<file path="config.mk">
export PLATFORM = sky130hd
export DESIGN_NAME = ir_pulse_distance_decoder_flat
export DESIGN_NICKNAME = d
export VERILOG_FILES = /design/src/rtl/irpd_pkg.sv /design/src/rtl/irpd_edge_if.sv /design/src/rtl/irpd_frame_if.sv /design/src/rtl/irpd_cfg_regs.sv /design/src/rtl/irpd_in_reg.sv /design/src/rtl/irpd_frame_core.sv /design/src/rtl/irpd_out_reg.sv /design/src/rtl/ir_pulse_distance_decoder.sv /design/src/flat_wrapper.sv
export SDC_FILE = /design/constraint.sdc
export NUM_CORES = 1
export LEC_CHECK = 0
export BUFFER_PORTS_ARGS = -buffer_cell sky130_fd_sc_hd__buf_4
export CORE_MARGIN = 5
export CORE_UTILIZATION = 30
export CTS_CLUSTER_SIZE = 14
export DETAILED_ROUTE_END_ITERATION = 7
export PLACE_DENSITY = 0.46
export SLEW_MARGIN = 20
export SYNTH_ARGS = -nofsm -noshare
export SYNTH_HDL_FRONTEND = slang
export SYNTH_SLANG_ARGS = --single-unit
</file>
<file path="constraint.sdc">
create_clock -name clk_i -period 5.4 [get_ports clk_i]
set_input_delay 0.54 -clock clk_i [delete_from_list [all_inputs] [get_ports clk_i]]
set_output_delay 0.54 -clock clk_i [all_outputs]
set_load 0.1 [all_outputs]
</file>
<file path="src/rtl/irpd_pkg.sv">
`timescale 1ns / 1ps
// Package of the IR pulse-distance decoder: frame status codes, register
// defaults and the types passed between its modules. No dependencies.
package irpd_pkg;

  localparam logic [1:0] ST_CODE   = 2'd0;
  localparam logic [1:0] ST_EMPTY  = 2'd1;
  localparam logic [1:0] ST_REPEAT = 2'd2;
  localparam logic [1:0] ST_FAIL   = 2'd3;

  localparam logic [31:0] THRESHOLD_RST = 32'd66000;
  localparam logic [31:0] PERIOD_RST    = 32'd272000;

  localparam int unsigned CNT_W = 6;
  localparam logic [CNT_W-1:0] CNT_SAT = 6'd63;

  // Register indexes on the configuration port.
  localparam logic REG_THRESHOLD = 1'b0;
  localparam logic REG_PERIOD    = 1'b1;

  typedef struct packed {
    logic [31:0] bit_threshold;
    logic [31:0] frame_period;
  } irpd_cfg_t;

  typedef struct packed {
    logic [1:0]  frame_status;
    logic [31:0] code;
  } irpd_result_t;

endpackage

</file>
<file path="src/rtl/irpd_edge_if.sv">
`timescale 1ns / 1ps
// Input channel of the decoder: one tick request carrying the edge flag.
// No dependencies.
interface irpd_edge_if;
  logic valid;
  logic ready;
  logic edge_req;

  modport source (output valid, output edge_req, input ready);
  modport sink (input valid, input edge_req, output ready);
endinterface

</file>
<file path="src/rtl/irpd_frame_if.sv">
`timescale 1ns / 1ps
// Output channel of the decoder: one request per closed frame.
// No dependencies.
interface irpd_frame_if;
  logic        valid;
  logic        ready;
  logic [1:0]  frame_status;
  logic [31:0] code;

  modport source (output valid, output frame_status, output code, input ready);
  modport sink (input valid, input frame_status, input code, output ready);
endinterface

</file>
<file path="src/rtl/irpd_cfg_regs.sv">
`timescale 1ns / 1ps
// APB-style register file holding the bit threshold and the frame period.
// Depends on irpd_pkg.
module irpd_cfg_regs
  import irpd_pkg::*;
(
  input  logic        clk_i,
  input  logic        rst_ni,
  input  logic        psel,
  input  logic        penable,
  input  logic        pwrite,
  input  logic [2:0]  paddr,
  input  logic [31:0] pwdata,
  output logic [31:0] prdata,
  output logic        pready,
  output irpd_cfg_t   cfg_o
);

  logic [31:0] threshold_q;
  logic [31:0] period_q;
  logic        wr_en;

  assign pready = 1'b1;
  assign wr_en  = psel && penable && pwrite;

  always_ff @(posedge clk_i or negedge rst_ni) begin
    if (!rst_ni) begin
      threshold_q <= THRESHOLD_RST;
      period_q    <= PERIOD_RST;
    end else if (wr_en) begin
      case (paddr[2])
        REG_THRESHOLD: threshold_q <= pwdata;
        REG_PERIOD:    period_q    <= pwdata;
        default:       threshold_q <= threshold_q;
      endcase
    end
  end

  always_comb begin
    case (paddr[2])
      REG_THRESHOLD: prdata = threshold_q;
      REG_PERIOD:    prdata = period_q;
      default:       prdata = '0;
    endcase
  end

  assign cfg_o.bit_threshold = threshold_q;
  assign cfg_o.frame_period  = period_q;

endmodule

</file>
<file path="src/rtl/irpd_in_reg.sv">
`timescale 1ns / 1ps
// Input register: holds one accepted tick until the frame logic consumes it.
// Depends on irpd_pkg.
module irpd_in_reg
  import irpd_pkg::*;
(
  input  logic clk_i,
  input  logic rst_ni,
  input  logic in_valid_i,
  input  logic in_edge_i,
  output logic in_ready_o,
  input  logic take_i,
  output logic held_valid_o,
  output logic held_edge_o
);

  logic valid_q;
  logic valid_d;
  logic edge_q;

  // The slot refills in the same cycle that the frame logic drains it.
  assign in_ready_o = !valid_q || take_i;
  assign valid_d    = (in_valid_i && in_ready_o) || (valid_q && !take_i);

  always_ff @(posedge clk_i or negedge rst_ni) begin
    if (!rst_ni) begin
      valid_q <= 1'b0;
    end else begin
      valid_q <= valid_d;
    end
  end

  always_ff @(posedge clk_i) begin
    if (in_valid_i && in_ready_o) begin
      edge_q <= in_edge_i;
    end
  end

  assign held_valid_o = valid_q;
  assign held_edge_o  = edge_q;

endmodule

</file>
<file path="src/rtl/irpd_frame_core.sv">
`timescale 1ns / 1ps
// Frame state of the decoder: timer, edge stamps, edge count, code shifter
// and the frame classification. Depends on irpd_pkg.
module irpd_frame_core
  import irpd_pkg::*;
#(
  parameter int CODE_BITS = 32
) (
  input  logic         clk_i,
  input  logic         rst_ni,
  input  irpd_cfg_t    cfg_i,
  input  logic         step_i,
  input  logic         edge_i,
  output logic         close_o,
  output irpd_result_t res_o
);

  localparam int FullCount = CODE_BITS + 2;
  localparam bit FullReachable = (FullCount <= 63);

  logic [31:0]          timer_q, timer_d, timer_a, timer_b;
  logic                 running_q, running_d, run_a;
  logic [31:0]          last_q, last_d, last_a;
  logic [CNT_W-1:0]     cnt_q, cnt_d, cnt_a;
  logic [CODE_BITS-1:0] shift_q, shift_d, shift_a;
  logic [31:0]          gap;
  logic                 bit_one, in_window, close, full_hit;

  always_comb begin
    // Edge handling comes first; the first edge starts the timer at zero.
    timer_a   = (edge_i && !running_q) ? '0 : timer_q;
    run_a     = running_q || edge_i;
    in_window = (cnt_q != '0) && ({26'd0, cnt_q} <= 32'(CODE_BITS));
    gap       = timer_a - last_q;
    bit_one   = gap > cfg_i.bit_threshold;
    shift_a   = (edge_i && in_window) ? {shift_q[CODE_BITS-2:0], bit_one} : shift_q;
    last_a    = edge_i ? timer_a : last_q;
    cnt_a     = (edge_i && cnt_q != CNT_SAT) ? cnt_q + 6'd1 : cnt_q;
    // Then the timer advances and is checked against the period.
    timer_b   = run_a ? timer_a + 32'd1 : timer_a;
    close     = run_a && (timer_b >= cfg_i.frame_period);
    full_hit  = FullReachable && (cnt_a == 6'(FullCount));
  end

  always_comb begin
    res_o.code = '0;
    if (full_hit) begin
      res_o.code         = 32'(shift_a);
      res_o.frame_status = (shift_a != '0) ? ST_CODE : ST_EMPTY;
    end else if (cnt_a == 6'd2) begin
      res_o.frame_status = ST_REPEAT;
    end else begin
      res_o.frame_status = ST_FAIL;
    end
  end

  assign close_o = close;

  always_comb begin
    timer_d   = timer_q;
    running_d = running_q;
    last_d    = last_q;
    cnt_d     = cnt_q;
    shift_d   = shift_q;
    if (step_i) begin
      if (close) begin
        timer_d   = '0;
        running_d = 1'b0;
        last_d    = '0;
        cnt_d     = '0;
        shift_d   = '0;
      end else begin
        timer_d   = timer_b;
        running_d = run_a;
        last_d    = last_a;
        cnt_d     = cnt_a;
        shift_d   = shift_a;
      end
    end
  end

  always_ff @(posedge clk_i or negedge rst_ni) begin
    if (!rst_ni) begin
      timer_q   <= '0;
      running_q <= 1'b0;
      last_q    <= '0;
      cnt_q     <= '0;
      shift_q   <= '0;
    end else begin
      timer_q   <= timer_d;
      running_q <= running_d;
      last_q    <= last_d;
      cnt_q     <= cnt_d;
      shift_q   <= shift_d;
    end
  end

endmodule

</file>
<file path="src/rtl/irpd_out_reg.sv">
`timescale 1ns / 1ps
// Output register: holds one frame result until the sink takes it.
// Depends on irpd_pkg.
module irpd_out_reg
  import irpd_pkg::*;
(
  input  logic         clk_i,
  input  logic         rst_ni,
  input  logic         load_i,
  input  irpd_result_t res_i,
  input  logic         out_ready_i,
  output logic         out_valid_o,
  output logic         free_o,
  output irpd_result_t res_o
);

  logic         valid_q;
  logic         valid_d;
  irpd_result_t res_q;

  // Free when empty or emptied at this edge.
  assign free_o  = !valid_q || out_ready_i;
  assign valid_d = load_i || (valid_q && !out_ready_i);

  always_ff @(posedge clk_i or negedge rst_ni) begin
    if (!rst_ni) begin
      valid_q <= 1'b0;
    end else begin
      valid_q <= valid_d;
    end
  end

  always_ff @(posedge clk_i) begin
    if (load_i) begin
      res_q <= res_i;
    end
  end

  assign out_valid_o = valid_q;
  assign res_o       = res_q;

endmodule

</file>
<file path="src/rtl/ir_pulse_distance_decoder.sv">
`timescale 1ns / 1ps
// Top level of the pulse-distance IR frame decoder.
// Depends on irpd_pkg, irpd_edge_if, irpd_frame_if and the irpd_* modules.
//
//   channel   direction  payload                     meaning
//   edge_i    in         edge_req                    one timer tick
//   frame_o   out        frame_status, code          one closed frame
//   APB       in/out     bit_threshold, frame_period configuration
//
// Each accepted request is one timer tick. It is held in the input register
// until the frame logic consumes it, so while no result waits on frame_o a new
// request can be accepted in every cycle and the sustained rate is one tick
// per clock. A frame result enters the output register as its closing tick is
// consumed. Reset clears the frame state and restores the register defaults.
// While a result waits on frame_o, no tick is consumed, because any tick may
// close a frame; the input register takes one more tick and edge_i then drops
// ready until the result is taken.
module ir_pulse_distance_decoder
  import irpd_pkg::*;
#(
  parameter int CODE_BITS = 32
) (
  input  logic               clk_i,
  input  logic               rst_ni,
  irpd_edge_if.sink          edge_i,
  irpd_frame_if.source       frame_o,
  input  logic               psel,
  input  logic               penable,
  input  logic               pwrite,
  input  logic [2:0]         paddr,
  input  logic [31:0]        pwdata,
  output logic [31:0]        prdata,
  output logic               pready
);

  irpd_cfg_t    cfg;
  irpd_result_t core_res;
  irpd_result_t out_res;
  logic         held_valid;
  logic         held_edge;
  logic         out_free;
  logic         step;
  logic         close;

  // Both registers live in a small APB register file.
  irpd_cfg_regs u_cfg (
    .clk_i   (clk_i),
    .rst_ni  (rst_ni),
    .psel    (psel),
    .penable (penable),
    .pwrite  (pwrite),
    .paddr   (paddr),
    .pwdata  (pwdata),
    .prdata  (prdata),
    .pready  (pready),
    .cfg_o   (cfg)
  );

  // A tick is consumed only when the output register could take a result,
  // because any tick may close a frame.
  assign step = held_valid && out_free;

  irpd_in_reg u_in (
    .clk_i        (clk_i),
    .rst_ni       (rst_ni),
    .in_valid_i   (edge_i.valid),
    .in_edge_i    (edge_i.edge_req),
    .in_ready_o   (edge_i.ready),
    .take_i       (step),
    .held_valid_o (held_valid),
    .held_edge_o  (held_edge)
  );

  // The timer, the stamps and the code shifter change only on a consumed tick.
  irpd_frame_core #(
    .CODE_BITS (CODE_BITS)
  ) u_core (
    .clk_i   (clk_i),
    .rst_ni  (rst_ni),
    .cfg_i   (cfg),
    .step_i  (step),
    .edge_i  (held_edge),
    .close_o (close),
    .res_o   (core_res)
  );

  irpd_out_reg u_out (
    .clk_i       (clk_i),
    .rst_ni      (rst_ni),
    .load_i      (step && close),
    .res_i       (core_res),
    .out_ready_i (frame_o.ready),
    .out_valid_o (frame_o.valid),
    .free_o      (out_free),
    .res_o       (out_res)
  );

  assign frame_o.frame_status = out_res.frame_status;
  assign frame_o.code         = out_res.code;

endmodule

</file>
<file path="src/flat_wrapper.sv">
// flat-port wrapper written by rule: the top's interface ports become plain ports
module ir_pulse_distance_decoder_flat import irpd_pkg::*;
#(
  parameter int CODE_BITS = 32
)
  (clk_i, rst_ni, psel, penable, pwrite, paddr, pwdata, prdata, pready, edge_i_valid, edge_i_edge_req, edge_i_ready, frame_o_valid, frame_o_frame_status, frame_o_code, frame_o_ready);
  irpd_edge_if edge_i_i ();
  irpd_frame_if frame_o_i ();
  input  logic clk_i;
  input  logic rst_ni;
  input  logic psel;
  input  logic penable;
  input  logic pwrite;
  input  logic [2:0] paddr;
  input  logic [31:0] pwdata;
  output logic [31:0] prdata;
  output logic pready;
  input wire logic [$bits(edge_i_i.valid)-1:0] edge_i_valid;
  input wire logic [$bits(edge_i_i.edge_req)-1:0] edge_i_edge_req;
  output wire logic [$bits(edge_i_i.ready)-1:0] edge_i_ready;
  output wire logic [$bits(frame_o_i.valid)-1:0] frame_o_valid;
  output wire logic [$bits(frame_o_i.frame_status)-1:0] frame_o_frame_status;
  output wire logic [$bits(frame_o_i.code)-1:0] frame_o_code;
  input wire logic [$bits(frame_o_i.ready)-1:0] frame_o_ready;
  assign edge_i_i.valid = edge_i_valid;
  assign edge_i_i.edge_req = edge_i_edge_req;
  assign edge_i_ready = edge_i_i.ready;
  assign frame_o_valid = frame_o_i.valid;
  assign frame_o_frame_status = frame_o_i.frame_status;
  assign frame_o_code = frame_o_i.code;
  assign frame_o_i.ready = frame_o_ready;
  ir_pulse_distance_decoder #(.CODE_BITS(CODE_BITS)) u_core (.clk_i(clk_i), .rst_ni(rst_ni), .edge_i(edge_i_i), .frame_o(frame_o_i), .psel(psel), .penable(penable), .pwrite(pwrite), .paddr(paddr), .pwdata(pwdata), .prdata(prdata), .pready(pready));
endmodule
</file>
### After elaboration in Yosys (flattened, before gate mapping)

Cells that the tools add are included.

* bits of input ports: 43
* register bits after elaboration: 204
* output and inout port bits: 69
* logic and storage cells: 64

* add/subtract/negate cells: 3
* bitwise logic cells: 1
* reduce and logical (&&, ||, !) cells: 28
* muxes and demuxes: 14
* equal/unequal tests: 3
* magnitude comparators: 3

Operator list (number)
* 2-to-1 mux 32 bit: 7
* one-hot mux 32 bit (2 select lines): 1
* adder 32 x 1 -> 32 bit (second input constant): 1
* >= comparator 32 bit: 1
* > comparator 32 bit: 1
* nonzero test 32 bit: 1
* subtractor 32 bit: 1
* logical AND 1 bit: 12
* 2-to-1 mux 6 bit: 2
* adder 6 x 1 -> 6 bit (second input constant): 1
* equality test 6 x 2 -> 1 bit (second input constant): 1
* equality test 6 bit (second input constant): 1
* less-or-equal comparator 6 bit (second input constant): 1
* != test 6 bit (second input constant): 1
* AND reduction 2 bit: 3
* nonzero test 6 bit: 1
* logical NOT 1 bit: 5
* logical OR 1 bit: 5
* 2-to-1 mux 1 bit: 3
* 2-to-1 mux 2 bit: 1
* nonzero test 2 bit: 1
* inverter 1 bit: 1

### Logic depth before layout (Yosys ltp)

Gate-level depths: netlist (run 1).

* word-level depth: 9
* depth in mapped cells: 26
* mapped depth without buffers: 21

### By module

Synthesis (run 1) repeated with hierarchy kept, for this count alone.

* cells, all modules: 1346
* area total of the unflattened synthesis: 12958.7 µm²

Modules (own cells, without submodules)
* irpd_frame_core: times used 1, seq. area each 2577.5 µm², cells an instance 1128, area an instance 8869.8 µm²
* irpd_cfg_regs: times used 1, seq. area each 1614.0 µm², cells an instance 174, area an instance 2924.1 µm²
* irpd_out_reg: times used 1, seq. area each 1046.0 µm², cells an instance 37, area an instance 1068.5 µm²
* irpd_in_reg: times used 1, seq. area each 55.1 µm², cells an instance 5, area an instance 83.8 µm²
* ir_pulse_distance_decoder: times used 1, seq. area each 0.0 µm², cells an instance 2, area an instance 12.5 µm²

### Least setup slack after synthesis (run 1)

No wires, ideal clock.

* kind: register -> register
* from: reg u_core.u_in.edge_q, in the netlist u_core.u_in.held_edge_o
* to: reg u_core.u_out.res_q (netlist bit u_core.u_out.res_o[0]), enable pin
* cell stages (with the launch flop): 22
* path slack: -0.601 ns
* data arrival time: 5.575 ns
* path buffers: 4
* period minus slack after synthesis: 6.001 ns
* library setup time: 0.425 ns
* data required time: 4.975 ns
* cell sequence: edfxtp_1 -> nand2b_4 -> buf_6 -> clkbuf_1 -> buf_1 -> nand2_1 -> inv_1 -> ha_1 -> nand2_1 -> nor4_4 -> nand4_1 -> nor2_1 -> nand2_1 -> xnor2_1 -> ha_1 -> nand4_1 -> a211o_1 -> a31o_2 -> a21oi_1 -> nand2_1 -> clkbuf_1 -> nor2_1

* word-level cells in the longest chain between the ends: 7
* elaborated cells between the ends (all ways): 8
* classes of those cells: 1 x add/sub; 1 x order compare; 2 x mux; 4 x reduce/logical

RTL lines
* from (decl): RTL line irpd_in_reg.sv:19 `logic edge_q;`
* from (signal assigned): RTL line irpd_in_reg.sv:35 `edge_q <= in_edge_i;`
* logical AND 1 bit: RTL line irpd_frame_core.sv:31 `timer_a = (edge_i && !running_q) ? '0 : timer_q;`
* 2-to-1 mux 32 bit: RTL line irpd_frame_core.sv:31
* adder 32 x 1 -> 32 bit: RTL line irpd_frame_core.sv:40 `timer_b = run_a ? timer_a + 32'd1 : timer_a;`
* 2-to-1 mux 32 bit: RTL line irpd_frame_core.sv:40
* >= comparator 32 bit: RTL line irpd_frame_core.sv:41 `close = run_a && (timer_b >= cfg_i.frame_period);`
* logical AND 1 bit (*): RTL line irpd_frame_core.sv:41
* logical AND 1 bit (*): RTL line ir_pulse_distance_decoder.sv:90 `.load_i (step && close),`
* via u_core.u_out.load_i: RTL line irpd_out_reg.sv:9 `input logic load_i,`
* to (signal assigned): RTL line irpd_out_reg.sv:35 `res_q <= res_i;`
* to (decl): RTL line irpd_out_reg.sv:19 `irpd_result_t res_q;`

The timed path passes the listed nets; every way through them passes the cells marked *.
A chain may end at the register's enable or synchronous reset.

==> metrics list, run 1 <==
- Min Hold Slack: roughly 70 ps
- The floorplan step defined a die boundary enclosing 0.0461 mm^2.
- For this run, the register share of the synthesized area comes to 0.421.
- In the synthesized netlist the async set-or-reset flop fraction comes to 0.828.
* Estimated wirelength of the detail-placed design: 25400 um
- Of the total synthesized cell area, the portion taken by AND, OR, NAND and NOR gates is 0.145.
- Global routing finished with a remaining overflow of 0.
- Max Fclk: 196 MHz
- Root buffer cell: clkbuf_16
* Category of the worst setup path launch point: flop
- For this run, the total global-route usage over all layers was measured as 0.147.
- Multiplexer share of the synthesized area: 0.0599
- For the worst-skew pair, the clock arrives at the later sink with an insertion delay of 540 ps.
- Top-Level Pins: 112
- The number of nets in the synthesized netlist is between 1000 and 1500.
- On the final layout, the worst clock skew is between 9 and 10 ps.
* Total inserted antenna cells: 0
* Arithmetic-cell share of the synthesized area counting full adders, half adders and majority gates: 0.0991
- For the pin with the worst max-slew slack, the measured transition is 979 ps.
- Synth Area in Compound Gates: 0.171
- During synthesis, Yosys emitted a total of 0 warnings.
* Synth unique cells: 75
* Inserted Clock Buffers: 26
- Compared with the post-synthesis result, the final layout area differs by 21.0%.
* Placed cell count: ~2000
- Hold Path Class: in2async
- Each instance of the synthesized netlist takes up on average 9.45 um^2.
- Detailed-route wire length: roughly 35000 um
- Drc violations: 0
* Final hold violation count: 0
* Flop and latch count out of synthesis: 204
- Data on the critical path is required at its endpoint by ~5700 ps.
- The pre-antenna-repair detailed-routing pass consisted of 5 iterations.
* Share of layout cells above drive strength 1: 0.213
- For this configuration, the core starts out at a cell density of 0.302.
- Number of enable-type register cells in the synthesized netlist: 35
* Critical Path End Type: flop
- The first global-routing pass estimated roughly 55000 um of wire.
- The analysis attributes to cell leakage a power of a little over 7 nW.
- Max IR drop VDD: 0.000302 V
* Average wire per standard cell: 17.3 um
- Worst Path Arrival: 5380 ps
- Setup violations remaining at the end of the flow were counted as 0.
* H-tree depth: 1
- Post-Syn Area: 0.0126 mm^2
- Routability-driven placement finished with a final weighted congestion of 0.840.
- After clock tree synthesis, the flow added hold-fix buffers numbering 0.
- Number of nets with antenna violations after routing: 0
* Run status: finished clean
* Maximum Capacitance Violations: 0
* Die W: 215 um
- The finished layout holds 2025 standard cells, fillers aside.
- TritonCTS built the clock tree.
- Min cycle time layout: approximately 5100 ps
* Total of buffers placed on input and output ports: 108
- Setup repair after global routing missed its margin: false
- After clock tree synthesis, the clock-pin slew on the worst setup and hold paths is 60 ps.
- Power per Cell Area: just over 500 mW/mm^2
- Final design utilization: 0.365
* Detailed-route vias per instance: 4.88
* Clk buf depth: 3
* Setup TNS: 0 ps
- Vias in the first global route: 9927
- Number of clock sinks: between 200 and 250
- For this run, the leading register cell type out of synthesis is dfrtp_1.
* Post-synthesis cell count: 1330
* Synthesized-area fraction occupied by xor and xnor cells: 0.0432
- The total area inside the core boundary comes to 0.0417 mm^2.
- Site Rows: 75
- From bottom edge to top edge, the die measures 215 um.
- Initial antenna violation count: 0
- Of the available clock period, the critical path in the final layout requires 0.946.
- Pin count of the biggest net entering global routing: 90
* Count of routing violations after the opening detailed-route iteration: 462
* Largest fanout on the critical path: 6
- Number of nets in the finished design: 1607
- Headroom to the max-slew limit came out at 0.348.
* Reg2Reg Depth: 25
* Number of pins exceeding their max-slew limit in the final report: 0
- By area, the combinational part of the netlist is dominated by compound AO/OA/AOI/OAI gates.
- Vias after detailed routing: between 9000 and 10000
- WS Path Type: reg2reg
-- metal layers --
layer,part of all wire,global-route usage
met5,0,0
met4,0.015,0.0296
met3,0.030,0.0208
met2,0.49,0.255
met1,0.46,0.198
-- flip-flops by register name, summed over array words and instances (netlist names) --
register                  flops
u_core.u_out.res_o           34
u_core.u_cfg.period_q        32
u_core.u_cfg.threshold_q     32
u_core.u_core.last_q         32
u_core.u_core.shift_q        32
u_core.u_core.timer_q        32
u_core.u_core.cnt_q           6
u_core.u_core.running_q       1
u_core.u_in.held_edge_o       1
u_core.u_in.held_valid_o      1
u_core.u_out.out_valid_o      1
-- worst max-delay path, stage by stage, from the launching register on --
cell and delay [ps]:
edfxtp_1 450, nand2b_4 150, and2_1 200, ha_1 260, a21o_1 200, a2111oi_2 400
buf_4 180, o41ai_1 70, a31oi_1 150, buf_4 150, a21oi_2 60, a32oi_2 260
nand2_1 150, a221oi_2 280, xnor2_1 110, ha_1 290, nand4_1 150, nor4_2 290
buf_4 180, o21ai_0 90, a31oi_1 170, buf_4 160, a211oi_1 50, a21oi_1 130
buf_4 160, o31ai_1 70
-- cells in the mapped netlist, types with 6 or more instances --
| cell type | count | share of area |
|---|---|---|
| nand2_1 | 207 | 0.062 |
| dfrtp_1 | 159 | 0.32 |
| inv_1 | 132 | 0.039 |
| ha_1 | 97 | 0.097 |
| o21ai_0 | 79 | 0.031 |
| a21oi_1 | 77 | 0.031 |
| mux2_2 | 66 | 0.059 |
| a22o_1 | 61 | 0.043 |
| xnor2_1 | 53 | 0.037 |
| clkbuf_1 | 49 | 0.015 |
| nor2_1 | 44 | 0.013 |
| a21o_1 | 35 | 0.021 |
| edfxtp_1 | 35 | 0.084 |
| nand3_1 | 29 | 0.012 |
| nand4_1 | 25 | 0.012 |
| dfstp_2 | 10 | 0.021 |
| nor3_1 | 10 | 0.0040 |
| nor4_1 | 10 | 0.0050 |
| and2_1 | 9 | 0.0045 |
| xor2_1 | 9 | 0.0063 |
| and3_1 | 8 | 0.0040 |
| nand2b_1 | 8 | 0.0040 |
| nor2b_1 | 8 | 0.0040 |
| o21a_1 | 8 | 0.0048 |
| o21bai_1 | 8 | 0.0048 |
| a211oi_1 | 6 | 0.0036 |
| o31ai_1 | 6 | 0.0036 |
-- metrics by stage --
stage	total power [W]	worst slack, ps	area (um^2)
finish	0.00767	294	15200
global route	0.00830	0.308	15200
CTS	0.00774	53.5	15100
detailed placement	0.00597	-56.6	14300
global placement	0.00592	-37.9	14300
floorplan	0.00487	281	12600
-- kinds of logic (layout without fill, tap and decap cells) --
| logic type | count (synthesis) | after routing |
|---|---|---|
| buf+inv | 194 | 349 |
| flops | 204 | 204 |
| xor+xnor | 62 | 62 |
| simple gates | 384 | 385 |
| mux | 67 | 67 |
| other cells | 1 | 1 |
| compound gates | 319 | 319 |
| fa+ha+maj | 99 | 99 |
-- what timing repair did --
item,in CTS,in global routing
gates resized for setup,0,11
cloned,0,1
endpoints found under the setup margin,2,101
pin swaps,0,3
setup buffers,1,2
-- layout by cell type, fill, tap and decap left out, types with 4 or more instances in the layout --
cell       instances
edfxtp_1          35
clkbuf_16         27
nand2b_1           8
nand3_1           29
clkinv_1           4
nand2_1          207
nor3_1             8
buf_12             4
buf_4            164
ha_1              96
o31ai_1            6
clkbuf_1           5
and3_1             8
dfstp_2           10
o2bb2ai_1          5
a21o_1            35
xnor2_1           53
dfrtp_1          159
nor4_1             9
mux2_2            66
o21a_1             8
o21bai_1           8
xor2_1             9
o41ai_1            4
a21oi_1           77
clkinv_2           7
a31oi_1            5
nor2_1            42
inv_1            132
o21ai_0           77
nor2b_1            8
and2_1             9
nand4_1           25
a211oi_1           5
a22o_1            61
-- area by class of cell --
type                       count  area [um^2]
tap                          539          674
timing repair buffer         169         1320
inverter                     132          495
fill                        4322        26500
clock inverter                13         87.6
sequential                   204         5290
clock buffer                  35          736
multi-input combinational    933         6590
-- worst paths after layout --
| kind | from | endpoint | slack [ps] |
|---|---|---|---|
| setup / recovery | u_core.u_in.held_edge_o$_DFFE_PP_ | u_core.u_out.res_o[32]$_DFFE_PP_ | 290 |
| hold / removal | rst_ni | u_core.u_in.held_valid_o$_DFF_PN0_ | 70 |
| setup reg to reg | u_core.u_in.held_edge_o$_DFFE_PP_ | u_core.u_out.res_o[32]$_DFFE_PP_ | 290 |
| hold reg to reg | u_core.u_core.timer_q[27]$_DFFE_PN0P_ | u_core.u_core.timer_q[27]$_DFFE_PN0P_ | 470 |
| max in group asynchronous | rst_ni | u_core.u_cfg.period_q[4]$_DFFE_PN0P_ | 4130 |
| min in group clk_i | edge_i_edge_req | u_core.u_in.held_edge_o$_DFFE_PP_ | 190 |
-- power by group --
group / total (W) / switching (W) / internal, W
clock network: 0.00169 / 0.000691 / 0.000997
logic: 0.00395 / 0.00224 / 0.00172
registers: 0.00202 / 0.000226 / 0.00180
total: 0.00767 / 0.00315 / 0.00451
Power figures use the tool's default switching activity.
==> run 2: changes to the inputs <==
--- a/config.mk
+++ b/config.mk
@@ -10,6 +10,7 @@
 export CORE_UTILIZATION = 30
 export CTS_CLUSTER_SIZE = 14
 export DETAILED_ROUTE_END_ITERATION = 7
+export GPL_TIMING_DRIVEN = 0
 export PLACE_DENSITY = 0.46
 export SLEW_MARGIN = 20
 export SYNTH_ARGS = -nofsm -noshare
==> metrics list, run 2 (synthesis results as in run 1) <==
- Busiest metal layer after global routing: met2
- Largest fanout on the critical path: 6 (unchanged)
* Clk buf depth: 3 (unchanged)
- Met1 usage in global routing: 0.222 (+0.0237)
* Flip-flop count of the largest register after layout: 34 (unchanged)
* Worst min-delay path startpoint: edge_i_edge_req
- The count of endpoints failing hold in the final timing report came to 0 (unchanged).
- From synthesis to final layout, the design area changed by 25.3%.
- Number of nets in the finished design: 1639 (+2.0%)
- The leakage power total was 7.25 nW (+1.3%).
* Number of nets with antenna violations after routing: 0 (unchanged)
* Inserted Clock Buffers: 27 (+3.8%)
- Top-Level Pins: 112 (unchanged)
* Post-placement worst setup slack: -2400 ps (-2350 ps)
* CP max stage cell: a2111oi_4
* Worst Path Arrival: 5690 ps (+310 ps)
* Die Y: 215 um (unchanged)
* Average wire per standard cell: 18.4 um (+6.1%)
* Count of routing violations after the opening detailed-route iteration: 537 (+16%)
* H-tree depth: 1 (unchanged)
- The upper clock frequency limit came to 185 MHz (-5.4%).
* Setup TNS: 0 ps (unchanged)
* Site Rows: 75 (unchanged)
* Largest stage delay, worst path: 420 ps (-30 ps)
- Critical Path End Type: flop
- The count of input and output buffers came to 107 (-0.93%).
- Total of endpoints with negative setup slack in the final report: 0 (unchanged)
* Number of pins exceeding their max-slew limit in the final report: 0 (unchanged)
- Estimated wirelength of the detail-placed design: 28000 um (+11%)
- Category of the worst setup path launch point: flop
* Root buffer cell: clkbuf_16
- The startpoint identified for the worst register-to-register timing path is u_core.u_core.running_q$_DFFE_PN0P_.
- Share of layout cells above drive strength 1: 0.233 (+0.0204)
- Run status: finished clean
- The largest net degree at the start of global routing came to 68 (-24%).
* Placeable core region: 0.0417 mm^2 (unchanged)
- The number of antenna violations at the first check in global routing is 1 (+1).
- The first-pass GRT wire length came to 58700 um (+5.7%).
- Setup repair after global routing could not meet its margin everywhere.
- Final weighted congestion in routability-driven placement: 0.846 (+0.74%)
- Clock transition at the registers of the reported paths: 60 ps (about the same)
- Max IR drop VDD: 0.000329 V (+9.1%)
* Fraction of met2 tracks used by global routing: 0.261 (+0.00542)
* Worst Skew: 28.9 ps (+19.8 ps)
- Vias in the first global route: 9991 (+0.64%)
* Vias after detailed routing: 10300 (+3.8%)
- Counting stages on the worst path, the most repeated cell is buf_6.
- Final design utilization: 0.378 (+0.0131)
- The area of the die is 0.0461 mm^2 (unchanged).
* Total inserted antenna cells: 0 (unchanged)
* Detailed-route vias per instance: 4.99 (+2.2%)
- Maximum Capacitance Violations: 0 (unchanged)
- The number of remaining DRC errors came to 0 (unchanged).
* Latest clock arrival within the worst-skew pair: 560 ps (+20 ps)
* Commonest non-fill, non-tap cell in the layout: nand2_1
- The total power was 0.00812 W (+5.9%).
- WS Path Type: reg2reg
- The path class of the tightest hold or removal check is in2reg.
* DP Area: 0.0141 mm^2 (-1.3%)
- The total number of clock tree sinks came to 204 (unchanged).
- The final design area excluding fillers is 0.0157 mm^2 (+3.6%).
* Power per Cell Area: 516 mW/mm^2 (+2.3%)
- Tightest Pin Transition: 928 ps (-50.9 ps)
- Drt first pass iters: 6 (+1)
- Critical path data required time: 5690 ps (about the same)
- Detailed-route wire length: 37800 um (+7.9%)
- CTS tree: built
- Overflow left after global routing: 0 (unchanged)
- The top cell types in the final layout, fill and taps aside, are 199 x nand2_1, 159 x dfrtp_1, 130 x buf_4.
- In this run the worst setup path begins at u_core.u_core.running_q$_DFFE_PN0P_.
* Die W: 215 um (unchanged)
- The shortest clock period the worst path allows after layout was 5400 ps (+292 ps).
- Global routing usage on met3: 0.0205 (-0.000282)
* Max-slew headroom at the worst pin: 0.381 (+0.0339)
* Final worst setup slack: 1.94 ps (-292 ps)
* Period utilization: 1.00 (+0.0541)
* Initial Utilization: 0.302 (unchanged)
* Combined global-route utilization of all metal layers: 0.159 (+0.0111)
run 2: cell types whose count changed in the layout (fill, tap and decap cells not counted), moves of 4 or more:
cell | before | now
a21oi_2 | 1 | 5
buf_2 | 0 | 4
nand2_2 | 0 | 7
nand2_1 | 207 | 199
ha_1 | 96 | 86
ha_4 | 0 | 8
o21ai_0 | 77 | 73
clkbuf_1 | 5 | 47
buf_4 | 164 | 130
a21oi_1 | 77 | 72
clkbuf_4 | 0 | 10
run 2: worst paths after layout:
check | endpoint | cells after the start | slack (ps)
worst max-delay path | u_core.u_out.res_o[32]$_DFFE_PP_ | 28 | 2
worst min-delay path | u_core.u_in.held_edge_o$_DFFE_PP_ | 1 | 150
worst max register to register | u_core.u_out.res_o[32]$_DFFE_PP_ | 28 | 2
worst min register to register | u_core.u_core.timer_q[27]$_DFFE_PN0P_ | 2 | 470
max in group asynchronous | u_core.u_cfg.threshold_q[16]$_DFFE_PN1P_ | 4 | 3890
min in group asynchronous | u_core.u_core.last_q[2]$_DFFE_PN0P_ | 2 | 460
run 2: layout make-up:
cell class	count	area [um^2]
Fill cell	4328	25900
Multi-Input combinational cell	933	6950
Sequential cell	204	5290
Timing Repair Buffer	138	1110
Clock buffer	37	753
Tap cell	539	674
Inverter	132	500
Buffer	62	365
Clock inverter	13	106
run 2: critical path, delay by kind of cell, from the launching register on:
kind / cells / cell delay (ps)
flip-flops: 1 / 370
buffers and inverters: 8 / 1070
XOR/XNOR: 1 / 140
AO/OA/AOI/OAI: 12 / 2220
AND/OR/NAND/NOR: 5 / 810
adder cells (fa/ha/maj): 2 / 460
run 2: repair_timing:
action,in CTS,in global routing
endpoints found under the setup margin,140,122
setup buffers,11,16
endpoints found under the hold margin,33,0
cloned,1,1
pin swaps,20,27
resized for setup,73,54
hold buffers,1,0
run 2: through the flow:
step                      std cells  hold slack (ps)
final                          2058              154
after global routing           2058              129
after CTS                      2041              119
after detailed placement       1978              452
after global placement         1976              450
after floorplan                1330              244
run 2: report_power, final:
part	switching, W	internal [W]	leakage, nW
Sequential	0.000212	0.00180	2.52
Combinational	0.00249	0.00188	4.31
Clock	0.000720	0.00102	0.419
Total	0.00342	0.00470	7.25
run 2: routing by layer:
| metal | vias to the layer above | part of all wire | wire, um |
|---|---|---|---|
| met3 | 47 | 0.040 | 1500 |
| met5 | - | 0 | 0 |
| met4 | 0 | 0.023 | 868 |
| met1 | 5027 | 0.46 | 17500 |
| li1 | 4985 | - | - |
| met2 | 205 | 0.48 | 18000 |
